`config.mk`:
```
export PLATFORM = sky130hd
export DESIGN_NAME = mchs_ctrl
export DESIGN_NICKNAME = d
export VERILOG_FILES = /design/src/hw/rtl/mchs_pkg.sv /design/src/hw/rtl/mchs_ctrl.sv
export SDC_FILE = /design/constraint.sdc
export NUM_CORES = 1
export LEC_CHECK = 0
export BUFFER_PORTS_ARGS = -buffer_cell sky130_fd_sc_hd__buf_2
export CAP_MARGIN = 20
export CORE_AREA = 2 2 39 41
export DETAILED_ROUTE_END_ITERATION = 10
export DIE_AREA = 0 0 41 43
export GPL_TIMING_DRIVEN = 0
export SLEW_MARGIN = 5
export SYNTH_ARGS = -nofsm -noshare
export SYNTH_HDL_FRONTEND = slang
export SYNTH_SLANG_ARGS = --single-unit
```
`constraint.sdc`:
```
create_clock -name clk -period 1.3 [get_ports clk]
set_input_delay 0.065 -clock clk [delete_from_list [all_inputs] [get_ports clk]]
set_output_delay 0.065 -clock clk [all_outputs]
set_load 0.05 [all_outputs]
```
`src/hw/rtl/mchs_pkg.sv`:
```
// Shared types and sizing constants for the max cut height search block.
// No dependencies; imported by every module of the block except mchs_ram.
`timescale 1ns / 1ps

package mchs_pkg;

  localparam int MAX_ITEMS = 1024;
  localparam int HEIGHT_W  = 32;
  localparam int REQ_W     = 42;
  localparam int ADDR_W    = $clog2(MAX_ITEMS);
  localparam int CNT_W     = $clog2(MAX_ITEMS + 1);
  localparam int SRCH_W    = HEIGHT_W + 1;
  localparam int SUM_W     = HEIGHT_W + CNT_W;

  typedef struct packed {
    logic [HEIGHT_W-1:0] height;
    logic                last;
  } item_t;

  typedef struct packed {
    logic [HEIGHT_W-1:0] best_threshold;
    logic                found;
  } result_t;

  // Commands from the controller to the datapath.
  typedef struct packed {
    logic load;        // store the accepted height
    logic start;       // open the search range
    logic probe_init;  // latch the midpoint, clear the sum
    logic probe;       // stream the stored heights
    logic decide;      // narrow the range from the sum
    logic emit;        // load the result register, clear the set
  } ctrl_cmd_t;

  // Status from the datapath to the controller.
  typedef struct packed {
    logic low_le_high;
    logic pass_done;
    logic reached;
    logic mid_zero;
    logic out_free;
  } dp_status_t;

endpackage

```
`src/hw/rtl/mchs_ctrl.sv`:
```
// Controller state machine for the max cut height search.
// Depends on mchs_pkg for the command and status structs.
`timescale 1ns / 1ps

module mchs_ctrl (
  input  logic                clk,
  input  logic                rst,
  input  logic                item_valid,
  input  logic                item_last,
  output logic                item_stall,
  input  mchs_pkg::dp_status_t status,
  output mchs_pkg::ctrl_cmd_t  cmd
);
  import mchs_pkg::*;

  typedef enum logic [2:0] {
    S_LOAD,
    S_START,
    S_CHECK,
    S_PROBE,
    S_DECIDE,
    S_EMIT
  } state_t;

  state_t state;
  state_t state_next;

  always_comb begin
    state_next = state;
    cmd        = '0;
    unique case (state)
      S_LOAD: begin
        if (item_valid) begin
          cmd.load = 1'b1;
          if (item_last) begin
            state_next = S_START;
          end
        end
      end
      S_START: begin
        cmd.start  = 1'b1;
        state_next = S_CHECK;
      end
      S_CHECK: begin
        if (status.low_le_high) begin
          cmd.probe_init = 1'b1;
          state_next     = S_PROBE;
        end else begin
          state_next = S_EMIT;
        end
      end
      S_PROBE: begin
        cmd.probe = 1'b1;
        if (status.pass_done) begin
          state_next = S_DECIDE;
        end
      end
      S_DECIDE: begin
        cmd.decide = 1'b1;
        if (!status.reached && status.mid_zero) begin
          state_next = S_EMIT;
        end else begin
          state_next = S_CHECK;
        end
      end
      S_EMIT: begin
        if (status.out_free) begin
          cmd.emit   = 1'b1;
          state_next = S_LOAD;
        end
      end
      default: state_next = S_LOAD;
    endcase
  end

  always_ff @(posedge clk) begin
    if (rst) begin
      state <= S_LOAD;
    end else begin
      state <= state_next;
    end
  end

  assign item_stall = (state != S_LOAD);

endmodule

```
==> run metrics <==
full die area 1763 sq um; Post-Synth Simple-Gate Area 0.4159; R2R Setup Slk 80 ps; Lkg Pwr 0.2109 nW; Top reg by flops state; CTS Buf Count 3; dpl hpwl 586.3 um; CTS Hold Bufs 0; Syn Std Cell Area 282.8 sq um; status complete, no violations; DRT iter0 DRCs 2; Slew @ Worst Pin 277.8 ps; reg2reg path depth 4; IO Port Bufs 15; CP Max Fanout 5; TritonCTS sink count 3; clk buf depth 2; Routed Antenna Nets 0; Core Region 1384 sq um; min Tclk post-route 1281 ps; Clock transition at path regs 30 ps; Routability Congestion 0.7035; max reg flops 3; slowest cell delay on critical path 350 ps; Synth Area in XOR/XNOR 0; CP Launch Point state[0]; DP Area 385.4 sq um; register bit total from synthesis 3; Starting Density 0.2043; P&R area growth vs syn 73.89%; Clock Root Buffer clkbuf_4; post-route cell area 491.7 sq um; slowest CP cell dfxtp_2; average wire per standard cell 10.96 um; period utilization 0.9853; layout cells sized above 1 0.5333; routed vias/inst 4.513; final wirelength 833 um; final count of hold timing violations 0; first-pass GRT wire length 1138 um; Adder-Cell Fraction of Synth Area 0; antenna violations before repair 0; Worst VDD drop 0.3928 mV; Boundary Pins 16; post-synthesis compound-gate area fraction 0.2965; main combinational cell family by area after synthesis simple AND/OR/NAND/NOR gates; DRC 0; Clk Latency, worst-skew pair 230 ps; Syn Area/Cell 7.069 sq um; die width 41 um; r2r startpoint state[0]; Hold Crit Class in2reg; register area 62.56 sq um; largest net degree at the start of global routing 11; final setup skew 1.493 ps; Congestion Overflow GR 0; post-synthesis mux area share 0; worst hold margin 43.05 ps; number of max-cap violations 0; antenna diode count 0; PwrDens 1120 nW/um^2; Via Count 343; synth unique cells 21; vias in the first global route 292; Setup crit end cmd[3]; Pins Over Slew Limit 0; GR Util All Layers 0.09839; htree depth 1; WP data arrival 1220 ps; 1st-pass router iterations 2; Worst R2R End state[0]; Nets 70; Fill cells 164; post-synthesis sequential area ratio 0.2124; post-layout util 0.3553; Syn Inst Count 40; Critical Path RT 1240 ps; final setup fails 0; crit-path cells nor2b_1, nor2b_2, buf_4; worst setup margin 19.08 ps; highest clock rate 0.7807 GHz; Net Count, Synth 49; critical setup path kind reg2out; Worst Setup Start Kind flop; synth warn 0; site row count 14; Multi-input gate area 241.5 sq um; Relative slew margins 0.8144; DIE HEIGHT 43 um; Setup crit end kind output port; dpl ws -77.37 ps; Top Registers state x3; CTS tree yes
-- where the power goes --
group          switching, mW  total (mW)  internal (mW)
registers             0.0111       0.113          0.102
logic                  0.160       0.276          0.117
clock network         0.0462       0.161          0.115
total                  0.217       0.551          0.334
-- Yosys cell counts, drive strengths merged --
master | n | area share
a211o | 1 | 0.031
a211oi | 1 | 0.044
a21oi | 5 | 0.088
a2bb2oi | 1 | 0.031
and2 | 1 | 0.022
and3 | 1 | 0.022
buf | 2 | 0.035
dfxtp | 3 | 0.21
inv | 3 | 0.040
nand2 | 3 | 0.040
nand2b | 2 | 0.044
nand3b | 1 | 0.027
nor2 | 4 | 0.053
nor2b | 4 | 0.088
nor3 | 4 | 0.088
o21ai | 1 | 0.018
o21bai | 1 | 0.027
o32ai | 1 | 0.058
or3b | 1 | 0.031
-- worst min path at each step --
stage,start,cells after the start,endpoint,slack [ps]
finish,rst,2,state[0],40
global route,rst,2,state[0],50
CTS,rst,2,state[0],30
detailed placement,rst,2,state[0],280
global placement,rst,2,state[0],280
floorplan,rst,1,state[0],130
-- per-stage QoR --
stage          setup TNS [ps]  power, mW  std cells
4_1_cts                     0     0.5318         76
6_report                    0     0.5507         76
5_1_grt                -40.55     0.5837         76
3_3_place_gp           -45.64     0.3172         71
3_5_place_dp           -77.37     0.3201         71
2_1_floorplan          -75.71     0.2702         40
-- metal layers --
layer / vias up / track usage / routed length [um]
met5: - / 0 / 0
met4: 0 / 0.08000 / 0
met3: 0 / 0.01571 / 41
met2: 7 / 0.1563 / 460
met1: 154 / 0.1061 / 331
li1: 182 / - / -
-- area by class of cell --
type,instances,share of cell area
Tap cell,16,0.04071
Inverter,3,0.02290
Sequential cell,3,0.1272
Timing Repair Buffer,16,0.2188
Clock buffer,4,0.05344
Buffer,2,0.04580
Multi-Input combinational cell,32,0.4911
-- cells in the final DEF (no fill, tap or decap), types with 2 or more instances in the layout --
cell / instances
nor2_1: 4
nor3_2: 2
nor2b_1: 3
a21oi_1: 5
inv_1: 2
buf_2: 8
nand2_1: 3
buf_6: 2
clkbuf_4: 4
buf_4: 6
dfxtp_2: 2
-- what timing repair did --
item | CTS | global route
buffers inserted | 1 | 0
cloned | 0 | 0
setup endpoints to repair | 5 | 5
pin swaps | 1 | 1
gates resized for setup | 12 | 8
-- critical path, delay by kind of cell (launching register included) --
family	cells	cell delay (ps)
flops	1	350
buf+inv	1	190
simple gates	2	450
-- cells by family (layout without fill, tap and decap cells) --
logic type,after synthesis,count (layout)
buf+inv,5,25
compound gates,11,11
simple gates,21,21
flops,3,3
Note: power is estimated with default switching activity, not from simulation.
